**config.mk**
```make
export PLATFORM = sky130hd
export DESIGN_NAME = command_line_tokenizer
export DESIGN_NICKNAME = d
export VERILOG_FILES = /design/src/hw/rtl/clt_pkg.sv /design/src/hw/rtl/command_line_tokenizer.sv /design/src/hw/rtl/clt_front.sv /design/src/hw/rtl/clt_queue.sv /design/src/hw/rtl/clt_back.sv
export SDC_FILE = /design/constraint.sdc
export NUM_CORES = 1
export LEC_CHECK = 0
export BUFFER_PORTS_ARGS = -buffer_cell sky130_fd_sc_hd__buf_2
export CAP_MARGIN = 10
export CORE_MARGIN = 2
export CORE_UTILIZATION = 50
export CTS_CLUSTER_DIAMETER = 200
export DETAILED_ROUTE_END_ITERATION = 10
export PLACE_DENSITY = 0.76
export SLEW_MARGIN = 15
export SYNTH_ARGS = -nofsm -noshare
export SYNTH_HDL_FRONTEND = slang
export SYNTH_SLANG_ARGS = --single-unit
```
**constraint.sdc**
```tcl
create_clock -name clk -period 2.6 [get_ports clk]
set_input_delay 0.65 -clock clk [delete_from_list [all_inputs] [get_ports clk]]
set_output_delay 0.65 -clock clk [all_outputs]
set_load 0.05 [all_outputs]
```
**src/hw/rtl/clt_pkg.sv**
```systemverilog
// Package for the command line tokenizer: byte classes, escape codes and the
// queue entry type shared by the front, the queue and the back.
// No dependencies.
package clt_pkg;

  // Byte codes that the tokenizer treats specially.
  localparam logic [7:0] CHAR_NUL    = 8'h00;
  localparam logic [7:0] CHAR_TAB    = 8'h09;
  localparam logic [7:0] CHAR_NL     = 8'h0A;
  localparam logic [7:0] CHAR_SPACE  = 8'h20;
  localparam logic [7:0] CHAR_QUOTE  = 8'h22;
  localparam logic [7:0] CHAR_BSLASH = 8'h5C;

  // Depth of the queue between front and back.
  localparam int unsigned QUEUE_DEPTH = 4;
  localparam int unsigned QUEUE_PTR_W = 2;
  localparam int unsigned QUEUE_CNT_W = 3;

  // Register address map: one word, at byte address 0.
  localparam int unsigned ADDR_W = 3;
  localparam logic REG_MAX_ARGS = 1'b0;
  localparam logic [7:0] MAX_ARGS_RESET = 8'd16;

  // Class of an incoming byte, worked out in the front.
  typedef enum logic [2:0] {
    CLS_OTHER  = 3'd0,
    CLS_NUL    = 3'd1,
    CLS_BLANK  = 3'd2,
    CLS_NL     = 3'd3,
    CLS_QUOTE  = 3'd4,
    CLS_BSLASH = 3'd5
  } char_cls_t;

  // Pending escape: none, inside quotes, or outside quotes.
  typedef enum logic [1:0] {
    ESC_NONE   = 2'd0,
    ESC_QUOTED = 2'd1,
    ESC_PLAIN  = 2'd2
  } esc_t;

  // One queue entry: the byte and its class.
  typedef struct packed {
    char_cls_t  cls;
    logic [7:0] ch;
  } item_t;

endpackage

```
**src/hw/rtl/command_line_tokenizer.sv**
```systemverilog
// Command line tokenizer: one line byte in, one result word out per byte.
// A result is valid once its byte has passed the front stage register, the
// queue and the back output register. Throughput: one byte per cycle while
// out_ready holds, as the tokenizer step in the back is combinational.
// Synchronous active-low reset clears the line state, empties the queue and
// sets max_args to 16.
// Depends on clt_pkg, clt_front, clt_queue and clt_back.
module command_line_tokenizer #(
  parameter int unsigned LINE_BYTES = 256
) (
  input  logic                       clk,
  input  logic                       rst_n,
  // Configuration port
  input  logic                       psel,
  input  logic                       penable,
  input  logic                       pwrite,
  input  logic [clt_pkg::ADDR_W-1:0] paddr,
  input  logic [31:0]                pwdata,
  output logic [31:0]                prdata,
  output logic                       pready,
  // Input channel
  input  logic                       in_valid,
  output logic                       in_ready,
  input  logic [7:0]                 in_char_in,
  // Result channel
  output logic                       out_valid,
  input  logic                       out_ready,
  output logic                       out_write_valid,
  output logic [7:0]                 out_write_byte,
  output logic [7:0]                 out_write_pos,
  output logic                       out_arg_done,
  output logic [7:0]                 out_arg_start,
  output logic [7:0]                 out_arg_count,
  output logic                       out_line_done,
  output logic                       out_line_overflow
);

  logic [7:0]     max_args_r;
  logic           cfg_wr;
  logic           push_valid, push_ready;
  clt_pkg::item_t push_item;
  logic           pop_valid, pop_ready;
  clt_pkg::item_t pop_item;

  // Register write and read-back.
  assign pready = 1'b1;
  assign cfg_wr = psel && penable && pwrite && pready &&
                  (paddr[2] == clt_pkg::REG_MAX_ARGS);
  assign prdata = (paddr[2] == clt_pkg::REG_MAX_ARGS) ? {24'd0, max_args_r} : 32'd0;

  always_ff @(posedge clk) begin
    if (!rst_n) begin
      max_args_r <= clt_pkg::MAX_ARGS_RESET;
    end else if (cfg_wr) begin
      max_args_r <= pwdata[7:0];
    end
  end

  // Front: accept and classify.
  clt_front u_front (
    .clk        (clk),
    .rst_n      (rst_n),
    .in_valid   (in_valid),
    .in_ready   (in_ready),
    .in_char_in (in_char_in),
    .push_valid (push_valid),
    .push_ready (push_ready),
    .push_item  (push_item)
  );

  // Queue between front and back.
  clt_queue u_queue (
    .clk        (clk),
    .rst_n      (rst_n),
    .push_valid (push_valid),
    .push_ready (push_ready),
    .push_item  (push_item),
    .pop_valid  (pop_valid),
    .pop_ready  (pop_ready),
    .pop_item   (pop_item)
  );

  // Back: tokenizer state and results.
  clt_back #(
    .LINE_BYTES (LINE_BYTES)
  ) u_back (
    .clk               (clk),
    .rst_n             (rst_n),
    .max_args          (max_args_r),
    .pop_valid         (pop_valid),
    .pop_ready         (pop_ready),
    .pop_item          (pop_item),
    .out_valid         (out_valid),
    .out_ready         (out_ready),
    .out_write_valid   (out_write_valid),
    .out_write_byte    (out_write_byte),
    .out_write_pos     (out_write_pos),
    .out_arg_done      (out_arg_done),
    .out_arg_start     (out_arg_start),
    .out_arg_count     (out_arg_count),
    .out_line_done     (out_line_done),
    .out_line_overflow (out_line_overflow)
  );

endmodule

```
**src/hw/rtl/clt_front.sv**
```systemverilog
// Front of the command line tokenizer: accepts bytes and classifies them.
// Depends on clt_pkg.
module clt_front (
  input  logic           clk,
  input  logic           rst_n,
  input  logic           in_valid,
  output logic           in_ready,
  input  logic [7:0]     in_char_in,
  output logic           push_valid,
  input  logic           push_ready,
  output clt_pkg::item_t push_item
);

  logic           stage_valid_r;
  logic           stage_valid_nxt;
  clt_pkg::item_t stage_item_r;
  clt_pkg::item_t cls_item;
  logic           accept;

  // The stage takes a new word whenever it is empty or its word moves on.
  assign in_ready   = !stage_valid_r || push_ready;
  assign accept     = in_valid && in_ready;
  assign push_valid = stage_valid_r;
  assign push_item  = stage_item_r;

  // Classify the incoming byte.
  always_comb begin
    cls_item.ch = in_char_in;
    case (in_char_in)
      clt_pkg::CHAR_NUL:    cls_item.cls = clt_pkg::CLS_NUL;
      clt_pkg::CHAR_TAB:    cls_item.cls = clt_pkg::CLS_BLANK;
      clt_pkg::CHAR_SPACE:  cls_item.cls = clt_pkg::CLS_BLANK;
      clt_pkg::CHAR_NL:     cls_item.cls = clt_pkg::CLS_NL;
      clt_pkg::CHAR_QUOTE:  cls_item.cls = clt_pkg::CLS_QUOTE;
      clt_pkg::CHAR_BSLASH: cls_item.cls = clt_pkg::CLS_BSLASH;
      default:              cls_item.cls = clt_pkg::CLS_OTHER;
    endcase
  end

  // Stage valid flag.
  always_comb begin
    stage_valid_nxt = stage_valid_r;
    if (accept) begin
      stage_valid_nxt = 1'b1;
    end else if (push_ready) begin
      stage_valid_nxt = 1'b0;
    end
  end

  always_ff @(posedge clk) begin
    if (!rst_n) begin
      stage_valid_r <= 1'b0;
    end else begin
      stage_valid_r <= stage_valid_nxt;
    end
  end

  // Stage payload.
  always_ff @(posedge clk) begin
    if (accept) begin
      stage_item_r <= cls_item;
    end
  end

endmodule

```
**src/hw/rtl/clt_queue.sv**
```systemverilog
// Short queue between the front and the back of the command line tokenizer.
// Depends on clt_pkg.
module clt_queue (
  input  logic           clk,
  input  logic           rst_n,
  input  logic           push_valid,
  output logic           push_ready,
  input  clt_pkg::item_t push_item,
  output logic           pop_valid,
  input  logic           pop_ready,
  output clt_pkg::item_t pop_item
);

  clt_pkg::item_t                         mem_r [clt_pkg::QUEUE_DEPTH];
  logic [clt_pkg::QUEUE_PTR_W-1:0]        wr_ptr_r;
  logic [clt_pkg::QUEUE_PTR_W-1:0]        rd_ptr_r;
  logic [clt_pkg::QUEUE_CNT_W-1:0]        count_r;
  logic [clt_pkg::QUEUE_CNT_W-1:0]        count_nxt;
  logic                                   do_push;
  logic                                   do_pop;

  assign push_ready = (count_r != clt_pkg::QUEUE_CNT_W'(clt_pkg::QUEUE_DEPTH));
  assign pop_valid  = (count_r != '0);
  assign pop_item   = mem_r[rd_ptr_r];
  assign do_push    = push_valid && push_ready;
  assign do_pop     = pop_valid && pop_ready;

  // Occupancy follows pushes and pops.
  always_comb begin
    count_nxt = count_r;
    if (do_push && !do_pop) begin
      count_nxt = count_r + 1'b1;
    end else if (do_pop && !do_push) begin
      count_nxt = count_r - 1'b1;
    end
  end

  always_ff @(posedge clk) begin
    if (!rst_n) begin
      wr_ptr_r <= '0;
      rd_ptr_r <= '0;
      count_r  <= '0;
    end else begin
      count_r <= count_nxt;
      if (do_push) begin
        wr_ptr_r <= wr_ptr_r + 1'b1;
      end
      if (do_pop) begin
        rd_ptr_r <= rd_ptr_r + 1'b1;
      end
    end
  end

  // Entry storage.
  always_ff @(posedge clk) begin
    if (do_push) begin
      mem_r[wr_ptr_r] <= push_item;
    end
  end

endmodule

```
**src/hw/rtl/clt_back.sv**
```systemverilog
// Back of the command line tokenizer: line state, argument bookkeeping and
// the output register. Depends on clt_pkg.
module clt_back #(
  parameter int unsigned LINE_BYTES = 256
) (
  input  logic           clk,
  input  logic           rst_n,
  input  logic [7:0]     max_args,
  input  logic           pop_valid,
  output logic           pop_ready,
  input  clt_pkg::item_t pop_item,
  output logic           out_valid,
  input  logic           out_ready,
  output logic           out_write_valid,
  output logic [7:0]     out_write_byte,
  output logic [7:0]     out_write_pos,
  output logic           out_arg_done,
  output logic [7:0]     out_arg_start,
  output logic [7:0]     out_arg_count,
  output logic           out_line_done,
  output logic           out_line_overflow
);

  localparam int unsigned POS_W = $clog2(LINE_BYTES + 1);
  localparam int unsigned EXT_W = (POS_W > 8) ? POS_W : 8;

  logic                quoted_r, quoted_nxt;
  clt_pkg::esc_t       esc_r, esc_nxt;
  logic [POS_W-1:0]    out_pos_r, out_pos_nxt;
  logic [POS_W-1:0]    in_pos_r, in_pos_nxt;
  logic [POS_W-1:0]    start_r, start_nxt;
  logic [7:0]          args_r, args_nxt;
  logic                out_valid_r, out_valid_nxt;

  logic                wv, done, ldone, ovf;
  logic [7:0]          wb;
  logic [EXT_W-1:0]    wpos_ext, astart_ext;
  logic [7:0]          count_out;
  logic                do_pop;

  logic                write_valid_r;
  logic [7:0]          write_byte_r;
  logic [7:0]          write_pos_r;
  logic                arg_done_r;
  logic [7:0]          arg_start_r;
  logic [7:0]          arg_count_r;
  logic                line_done_r;
  logic                line_overflow_r;

  // A word is taken when the output register is empty or being emptied.
  assign pop_ready = !out_valid_r || out_ready;
  assign do_pop    = pop_valid && pop_ready;

  // Tokenizer step for the word at the head of the queue.
  always_comb begin
    quoted_nxt  = quoted_r;
    esc_nxt     = esc_r;
    out_pos_nxt = out_pos_r;
    in_pos_nxt  = in_pos_r;
    start_nxt   = start_r;
    args_nxt    = args_r;
    wv          = 1'b0;
    wb          = 8'd0;
    done        = 1'b0;
    ldone       = 1'b0;
    ovf         = 1'b0;

    if (in_pos_r >= POS_W'(LINE_BYTES)) begin
      // The line is full: drop the byte and end the line.
      ldone = 1'b1;
      ovf   = 1'b1;
    end else begin
      in_pos_nxt = in_pos_r + 1'b1;
      if (pop_item.cls == clt_pkg::CLS_NUL) begin
        ldone = 1'b1;
      end else if (esc_r != clt_pkg::ESC_NONE) begin
        // Escaped byte is kept as it is, but a continuation writes nothing.
        esc_nxt = clt_pkg::ESC_NONE;
        if (!(esc_r == clt_pkg::ESC_PLAIN && pop_item.cls == clt_pkg::CLS_NL)) begin
          wv = 1'b1;
          wb = pop_item.ch;
        end
      end else if (quoted_r) begin
        case (pop_item.cls)
          clt_pkg::CLS_BSLASH: esc_nxt    = clt_pkg::ESC_QUOTED;
          clt_pkg::CLS_QUOTE:  quoted_nxt = 1'b0;
          default: begin
            wv = 1'b1;
            wb = pop_item.ch;
          end
        endcase
      end else begin
        case (pop_item.cls)
          clt_pkg::CLS_BLANK, clt_pkg::CLS_NL: begin
            if (out_pos_r != start_r && args_r < max_args) begin
              wv       = 1'b1;
              done     = 1'b1;
              args_nxt = args_r + 1'b1;
            end
            ldone = (pop_item.cls == clt_pkg::CLS_NL);
          end
          clt_pkg::CLS_QUOTE:  quoted_nxt = 1'b1;
          clt_pkg::CLS_BSLASH: esc_nxt    = clt_pkg::ESC_PLAIN;
          default: begin
            wv = 1'b1;
            wb = pop_item.ch;
          end
        endcase
      end
      if (wv) begin
        out_pos_nxt = out_pos_r + 1'b1;
        if (done) begin
          start_nxt = out_pos_r + 1'b1;
        end
      end
    end

    wpos_ext   = wv ? EXT_W'(out_pos_r) : '0;
    astart_ext = done ? EXT_W'(start_r) : '0;
    count_out  = args_nxt;

    // A finished line clears all line state.
    if (ldone) begin
      quoted_nxt  = 1'b0;
      esc_nxt     = clt_pkg::ESC_NONE;
      out_pos_nxt = '0;
      in_pos_nxt  = '0;
      start_nxt   = '0;
      args_nxt    = 8'd0;
    end
  end

  // Output valid flag.
  always_comb begin
    out_valid_nxt = out_valid_r;
    if (do_pop) begin
      out_valid_nxt = 1'b1;
    end else if (out_ready) begin
      out_valid_nxt = 1'b0;
    end
  end

  // Line state and output valid.
  always_ff @(posedge clk) begin
    if (!rst_n) begin
      quoted_r    <= 1'b0;
      esc_r       <= clt_pkg::ESC_NONE;
      out_pos_r   <= '0;
      in_pos_r    <= '0;
      start_r     <= '0;
      args_r      <= 8'd0;
      out_valid_r <= 1'b0;
    end else begin
      out_valid_r <= out_valid_nxt;
      if (do_pop) begin
        quoted_r  <= quoted_nxt;
        esc_r     <= esc_nxt;
        out_pos_r <= out_pos_nxt;
        in_pos_r  <= in_pos_nxt;
        start_r   <= start_nxt;
        args_r    <= args_nxt;
      end
    end
  end

  // Output payload register.
  always_ff @(posedge clk) begin
    if (do_pop) begin
      write_valid_r   <= wv;
      write_byte_r    <= wb;
      write_pos_r     <= wpos_ext[7:0];
      arg_done_r      <= done;
      arg_start_r     <= astart_ext[7:0];
      arg_count_r     <= count_out;
      line_done_r     <= ldone;
      line_overflow_r <= ovf;
    end
  end

  assign out_valid         = out_valid_r;
  assign out_write_valid   = write_valid_r;
  assign out_write_byte    = write_byte_r;
  assign out_write_pos     = write_pos_r;
  assign out_arg_done      = arg_done_r;
  assign out_arg_start     = arg_start_r;
  assign out_arg_count     = arg_count_r;
  assign out_line_done     = line_done_r;
  assign out_line_overflow = line_overflow_r;

endmodule
```
Yosys cells after proc, flatten, opt, wreduce, memory -nomap -nowiden
Memory sizes are Yosys's and may differ from the RTL's. A register that Yosys moved wholly into a read port is not among the register bits.
Cells that the tools add are included.
- memories kept: 1
- memory bits (read-only): 0
- output and inout bits: 71
- memory bits (writable): 44
- bits in latches: 0
- logic and storage cells: 152
- input bits: 50
- bits in registers: 102
- $lt $le $gt $ge: 2
- mux-type cells: 68
- bitwise gates (word level): 1
- equal/unequal tests: 16
- divide/modulo/power cells: 0
- add/subtract/negate cells: 7
- shifts and indexed selects: 0
- reduce and logical (&&, ||, !) cells: 35
- multipliers: 0
- memory list (name ; depth ; width ; rd ports ; clocked after memory_dff ; wr ports ; line ; text):
    u_queue.mem_r ; 4 ; 11 ; 1 ; 1 ; 1 ; clt_queue.sv:14 ; clt_pkg::item_t mem_r [clt_pkg::QUEUE_DEPTH];
- operators with widths (cell ; count):
    $mux 8 ; 13
    $mux 9 ; 9
    $mux 1 ; 33
    $add 9x1->9 const B ; 2
    $mux 2 ; 9
    $eq 8x4->1 const B ; 2
    $eq 8x6->1 const B ; 2
    $pmux 3 s5 ; 1
    $reduce_and 4->1 ; 3
    $reduce_bool 2->1 ; 6
    $logic_and 1x1->1 ; 10
    $ge 9x9->1 const B ; 1
    $ne 9x9->1 ; 1
    $add 8x1->8 const B ; 1
    $eq 8x7->1 const B ; 1
    $logic_not 8->1 ; 1
    $lt 8x8->1 ; 1
    $reduce_or 2->1 ; 4
    $eq 3x2->1 const B ; 2
    $eq 3x3->1 const B ; 2
    $mux 3 ; 2
    $ne 2x1->1 const B ; 3
    $reduce_bool 3->1 ; 2
    $add 2x1->2 const B ; 2
    12 further kinds ; 16

Longest topological paths before layout
Gate-level depths: netlist (run 1).
- depth in word-level cells: 12
- gate-level depth with buffers: 10
- depth with buffers taken out: 9

Cells and area by module
Synthesis (run 1) repeated with hierarchy kept, for this count alone.
- cells, all modules: 584
- area, all modules: 7011.7 um^2
- by module, submodules not included (module ; cells each ; sequential area each (um^2) ; area an instance (um^2) ; instances):
    clt_back ; 380 ; 1861.8 ; 3818.7 ; 1
    clt_queue ; 105 ; 1501.4 ; 2110.8 ; 1
    command_line_tokenizer ; 70 ; 160.2 ; 595.6 ; 1
    clt_front ; 29 ; 350.3 ; 486.7 ; 1

Worst setup path before layout (run 1)
OpenSTA, ideal clock, no wires.
- path type: input to register
- start point: input out_ready
- end point: register u_back.in_pos_r[6]
- arrival time: 2.689 ns
- buffers on the path: 1
- slack: -0.221 ns
- stages on the path: 7
- library setup time: 0.133 ns
- required time: 2.467 ns
- cell sequence: inv_1 a21o_1 inv_1 buf_1 nand3_1 xor2_1 nor2_1
- longest elaborated chain between the ends: 3
- ends and longest elaborated chain (element ; line ; text):
    start, declared ; command_line_tokenizer.sv:27 ; input logic out_ready,
    $logic_or 1x1->1 ; clt_back.sv:51 ; assign pop_ready = !out_valid_r || out_ready;
    $logic_and 1x1->1 ; clt_back.sv:52 ; assign do_pop = pop_valid && pop_ready;
    named net u_back.do_pop ; clt_back.sv:39 ; logic do_pop;
    $reduce_and 2->1 (no source line) ; -- ;
    end signal, assigned ; clt_back.sv:159 ; in_pos_r <= in_pos_nxt;
    end, declared ; clt_back.sv:30 ; logic [POS_W-1:0] in_pos_r, in_pos_nxt;
The timed path passes the listed nets, and every way through them passes these cells.
A chain may end at the register's enable or synchronous reset.

==> results_dict.tcl, run 1 <==
set metrics [dict create \
    status "complete, no violations" \
    finalSetupViolations 0 \
    synth_top_cell_area_share_pct 41.3 \
    diodes 0 \
    worst-setup-path-type "flip-flop to flip-flop" \
    ys_ff_latch 148 \
    worstSetupEndpointType "flip-flop" \
    arrival_ns 2.81 \
    power_density_mw_per_mm2 1090 \
    crit_chain "mux4_2 > nand2b_1 > a31o_1 > nor4b_4 > and4_2 > or3b_1 > nand3_1" \
    grt_max_degree 26 \
    worstReg2RegEnd "u_back.args_r[5]" \
    yosys_warnings 0 \
    ctsRootBufferMaster "clkbuf_16" \
    skew_ns 0.00878 \
    start_kind "flip-flop" \
    synth_edf_count 91 \
    die_width_microns 119 \
    grtUsageTotal_pct 17.7 \
    place_hpwl_microns 8350 \
    routedWlPerCell_microns 14.3 \
    ir_worst_vdd_mv 0.403 \
    core_area_sq_mm 0.0131 \
    grt_pass1_wl_microns 19600 \
    path_clk_slew_ns 0.07 \
    r2r_slack_ns 0.15 \
    wl_microns 11900 \
    vias 4358 \
    drc 0 \
    required_ns 2.96 \
    clock-sinks 148 \
    ctsHtreeMaxLevel 4 \
    cts_tree "built" \
    portBuffers 69 \
    drive_gt1_share_pct 21.6 \
    async_flop_share_pct 0 \
    start_util_pct 50.6 \
    first_global_vias 4271 \
    fin_crit_sh_pct 94.3 \
    setup_ws_ns 0.147 \
    relSlewSlack_pct 60.3 \
    cts_inserted_buffers 17 \
    num-nets-final 711 \
    dp_slack_ns 0.00222 \
    yosysSeqAreaShare_pct 58.5 \
    p_leak_nw 3.05 \
    reg2reg_depth 7 \
    cts_hold_buf 0 \
    synth_top_area_cell "edfxtp_1" \
    gp_congestion 0.878 \
    whs_path_depth 1 \
    period_minus_slack_ns 2.45 \
    worstPathMaxFanout 4 \
    finalSetupTns_ns 0 \
    synth_flop_cell "edfxtp_1" \
    cts_max_path_buffers 2 \
    hold_violations 0 \
    hp-start "in_char_in[2]" \
    synthDistinctLibCells 60 \
    die-area_sq_mm 0.0142 \
    synth_area_sq_mm 0.00662 \
    io_pins 121 \
    rows 42 \
    crit_path_max_incr_delay_ns 0.55 \
    rsz0062_at_grt "no" \
    dr.first_iter.drc_count 234 \
    detail-route-antenna-nets 0 \
    cp_num_buf_inv 0 \
    fmax_mhz 408 \
    cp_top_family "simple AND/OR/NAND/NOR gates" \
    hold_end "u_front.push_item[2]" \
    syn_to_final_growth_pct 16.6 \
    fillCellCount 1039 \
    drv_cap 0 \
    drt_pre_antenna_iters 4 \
    finalPower_mw 8.45 \
    grt-ovfl-total 0 \
    syn_avg_cell_area_sq_um 11.9 \
    hold_path.class "input pin to flip-flop" \
    insertion_delay_ns 0.42 \
    tightest_slew_ns 0.589 \
    die_h_microns 119 \
    synth_area_leaders "edfxtp_1 41%, dfxtp_1 17%, mux4_1 4.0%" \
    crit_slowest_cell "mux4_2" \
    avgViaCountPerCell 5.23 \
    antenna_found_initial 0 \
    synthCells 558 \
    maxSlewViolCount 0 \
]
==> sequential cells by signal, summed over array words and instances, names as in the netlist, 9 cells and up, named ones only <==
signal             cells
u_back.in_pos_r        9
u_back.out_pos_r       9
u_front.push_item     11
u_queue.mem_r         44
u_back.start_r         9
==> stage by stage <==
step           cell area, sq um  utilization (%)  hold WS (ns)  instances
4_1_cts                    7700             58.9         0.422        831
3_3_place_gp               7150             54.7         0.445        799
2_1_floorplan              6720                -         0.436        581
6_report                   7720             59.0         0.437        833
5_1_grt                    7720             59.0         0.433        833
3_5_place_dp               7150             54.7         0.450        799
==> worst register-to-register path: stages, from the launching register on <==
cell and delay (ns):
dfxtp_2 0.38, mux4_2 0.55, nand2b_1 0.20, a31o_1 0.24
nor4b_4 0.24, and4_2 0.31, or3b_1 0.38, nand3_1 0.09
==> logic make-up (layout without fill, tap and decap cells) <==
| logic type | Yosys count | after routing | share of synthesized area (%) |
|---|---|---|---|
| muxes | 14 | 14 | 4.76 |
| and+or+nand+nor | 190 | 190 | 14.8 |
| buffers and inverters | 70 | 146 | 5.53 |
| other | 2 | 25 | 0.113 |
| adders and majority gates | 17 | 17 | 3.32 |
| xor gates and xnor gates | 35 | 35 | 4.63 |
| DFF | 148 | 148 | 58.5 |
| AOI/OAI and AO/OA | 82 | 82 | 8.31 |
==> Yosys cell counts (5+ instances only) <==
master,number
nor2_1,51
clkbuf_1,17
dfxtp_1,57
buf_4,25
nand4b_1,5
nand2_1,39
edfxtp_1,91
nor2b_1,14
and2_1,20
inv_1,20
xor2_1,24
ha_1,16
a32o_1,8
nand3_1,18
nand4_1,6
a31oi_1,6
o21ai_0,13
a21oi_1,29
or3_1,6
nor3_1,8
xnor2_1,11
mux4_1,10
==> layout make-up <==
type	count	area, sq um	share of cell area (%)
tap	176	220	2.85
sequential	148	3870	50.2
clock buffer	17	425	5.51
clock inverter	15	120	1.56
inverter	21	81.3	1.05
multi-input combinational	363	2480	32.1
timing repair buffer	93	526	6.80
==> cell usage in the layout, fill, tap and decap left out, types with 4 or more instances in the layout <==
master and instances:
a21oi_1 29, a31oi_1 6, a32o_1 8, and2_1 20
and3_1 4, buf_2 69, buf_4 24, clkbuf_16 17
clkinvlp_4 4, conb_1 25, dfxtp_1 56, edfxtp_1 91
ha_1 16, inv_1 19, inv_6 6, mux4_1 9
nand2_1 39, nand3_1 18, nand4_1 6, nand4b_1 5
nor2_1 49, nor2b_1 14, nor3_1 8, nor4_1 4
o211ai_1 4, o21ai_0 13, or3_1 6, xnor2_1 11
xor2_1 24
==> where the power goes <==
part | internal [mW] | switching, mW
logic | 0.838 | 2.19
registers | 3.03 | 0.160
clock network | 1.24 | 0.995
total | 5.11 | 3.34
==> routing by layer <==
metal | routed length (microns) | GRT usage (%) | share of wire [%] | vias up
met3 | 509 | 4.41 | 4.3 | 27
met5 | 0 | 0 | 0 | -
met4 | 338 | 9.52 | 2.8 | 0
met1 | 4790 | 19.4 | 40 | 2082
li1 | - | - | - | 2137
met2 | 6250 | 31.3 | 53 | 112
==> worst max path at each step <==
stage / start / endpoint / depth (start not counted)
CTS: flip-flop / u_back.args_r[5] / 9
finish: flip-flop / u_back.args_r[5] / 7
global placement: flip-flop / u_back.out_write_pos[4] / 7
global route: flip-flop / u_back.args_r[0] / 8
floorplan: out_ready / u_queue.count_r[2] / 10
detailed placement: flip-flop / u_back.out_write_pos[2] / 7
==> repair_timing <==
item,CTS,global route
pin swaps,0,1
gates resized for setup,2,4
setup endpoints to repair,8,23
gates cloned,0,0
buffers inserted,0,2
Note: power is estimated with default switching activity, not from simulation.
==> run 2: changes to the inputs <==
PLACE_DENSITY = unset   (was 0.76)
PLACE_DENSITY_LB_ADDON = 0.08   (was unset)
==> run 2 against run 1 <==
Wire length is 3.2% higher; combinational power hardly changed; clock power is 11% higher; highest routed layer unchanged; setup slack worse by 0.016 ns.
==> results_dict.tcl, run 2 (synthesis results as in run 1) <==
set metrics [dict create \
    status "complete, no violations" \
    fin_crit_sh_pct 94.9 \
    placed_cell_area_sq_mm 0.00719 \
    tightest_slew_ns 0.579 \
    path_clk_slew_ns 0.06 \
    grt_max_degree 25 \
    diodes 0 \
    ctsResizeCount 1 \
    period_minus_slack_ns 2.47 \
    post_cts_buffers 0 \
    drc 0 \
    drive_gt1_share_pct 21.7 \
    start_util_pct 50.6 \
    skew_ns 0.00436 \
    cts_max_path_buffers 2 \
    dr.first_iter.drc_count 204 \
    routedWlPerCell_microns 14.7 \
    cts_tree "built" \
    final_common_cell "edfxtp_1" \
    io_pins 121 \
    arrival_ns 2.76 \
    grt_use_met1_pct 22.1 \
    gr-usage-met3_pct 4.74 \
    busiest_layer "met2" \
    grtUsageTotal_pct 18.2 \
    gp_congestion 0.827 \
    grt_pass1_wl_microns 20200 \
    first_global_vias 4146 \
    clock-sinks 148 \
    relSlewSlack_pct 61.0 \
    ctsRootBufferMaster "clkbuf_16" \
    detail-route-antenna-nets 0 \
    grt-ovfl-total 0 \
    mostFrequentLayoutCells "91 x edfxtp_1, 69 x buf_2, 56 x dfxtp_1, 49 x nor2_1, 39 x nand2_1" \
    met2_usage_pct 30.8 \
    maxSlewViolCount 0 \
    worstPathMaxFanout 9 \
    power_density_mw_per_mm2 1110 \
    finalSetupViolations 0 \
    portBuffers 69 \
    largest_register "u_queue.mem_r" \
    syn_to_final_growth_pct 17.8 \
    drt_pre_antenna_iters 7 \
    ctsHtreeMaxLevel 4 \
    worstSetupEndpointType "flip-flop" \
    ir_worst_vdd_mv 0.491 \
    hold_path.class "input pin to flip-flop" \
    avgViaCountPerCell 5.13 \
    required_ns 2.89 \
    fmax_mhz 405 \
    largest_register_ffs 44 \
    rsz0062_at_grt "no" \
    die_h_microns 119 \
    place_hpwl_microns 8690 \
    antenna_found_initial 0 \
    die-area_sq_mm 0.0142 \
    fin_area_sq_mm 0.00780 \
    wl_microns 12300 \
    worst-setup-path-type "flip-flop to flip-flop" \
    p_leak_nw 3.10 \
    cts_hold_buf 0 \
    cts_inserted_buffers 17 \
    drv_cap 0 \
    hold_violations 0 \
    num-nets-final 714 \
    die_width_microns 119 \
    insertion_delay_ns 0.42 \
    core_area_sq_mm 0.0131 \
    vias 4289 \
    fin_hold_ws_ns 0.438 \
    start_kind "flip-flop" \
    rows 42 \
]
[run 2: cell types whose count changed in the layout (fill, tap and decap cells not counted), sizes merged]
cell	change
clkbuf	+1
inv	-2
clkinvlp	-1
clkinv	-1
buf	+3
bufinv	+3
[run 2: stage by stage]
stage          TNS, ns  total power [mW]  setup WS, ns  utilization (%)  cells
3_3_place_gp    -0.507              6.21       -0.0642             55.0    804
4_1_cts              0              8.76        0.0395             59.6    836
2_1_floorplan        0              5.47        0.0793                -    581
5_1_grt              0              9.08       0.00677             59.6    836
3_5_place_dp     -1.14              6.26        -0.140             55.0    804
6_report             0              8.68         0.131             59.6    836
[run 2: worst max-delay path: stages (launching register included)]
cell and delay, ns:
dfxtp_2 0.38, mux4_1 0.61, and2b_1 0.21, a31o_2 0.26
a21o_1 0.18, a21boi_2 0.17, nor2_2 0.34, and2_1 0.19
[run 2: where the power goes]
part | leakage [nW] | internal [mW] | total, mW | switching [mW]
Combinational | 1.48 | 0.813 | 3.02 | 2.21
Clock | 0.286 | 1.52 | 2.48 | 0.960
Sequential | 1.33 | 3.03 | 3.19 | 0.159
Total | 3.10 | 5.36 | 8.68 | 3.32
[run 2: cell type report]
| cell class | instances | area, sq um |
|---|---|---|
| Fill cell | 1085 | 5280 |
| Multi-Input combinational cell | 363 | 2480 |
| Timing Repair Buffer | 96 | 548 |
| Tap cell | 176 | 220 |
| Clock inverter | 14 | 174 |
| Sequential cell | 148 | 3870 |
| Clock buffer | 18 | 429 |
| Inverter | 21 | 78.8 |
[run 2: worst paths after layout]
path | from | to | slack, ns | depth (start not counted)
setup / recovery | flip-flop | u_back.out_write_pos[3] | 0.13 | 7
hold / removal | in_char_in[6] | u_front.push_item[6] | 0.44 | 1
setup reg to reg | flip-flop | u_back.out_write_pos[3] | 0.13 | 7
hold reg to reg | max_args_r[6] | max_args_r[6] | 0.45 | 2
[run 2: metal layers]
layer  vias to the layer above  part of all wire [%]
li1                       2147                     -
met1                      2036                    45
met2                        90                    50
met3                        16                   3.5
met4                         0                   1.6
met5                         -                     0
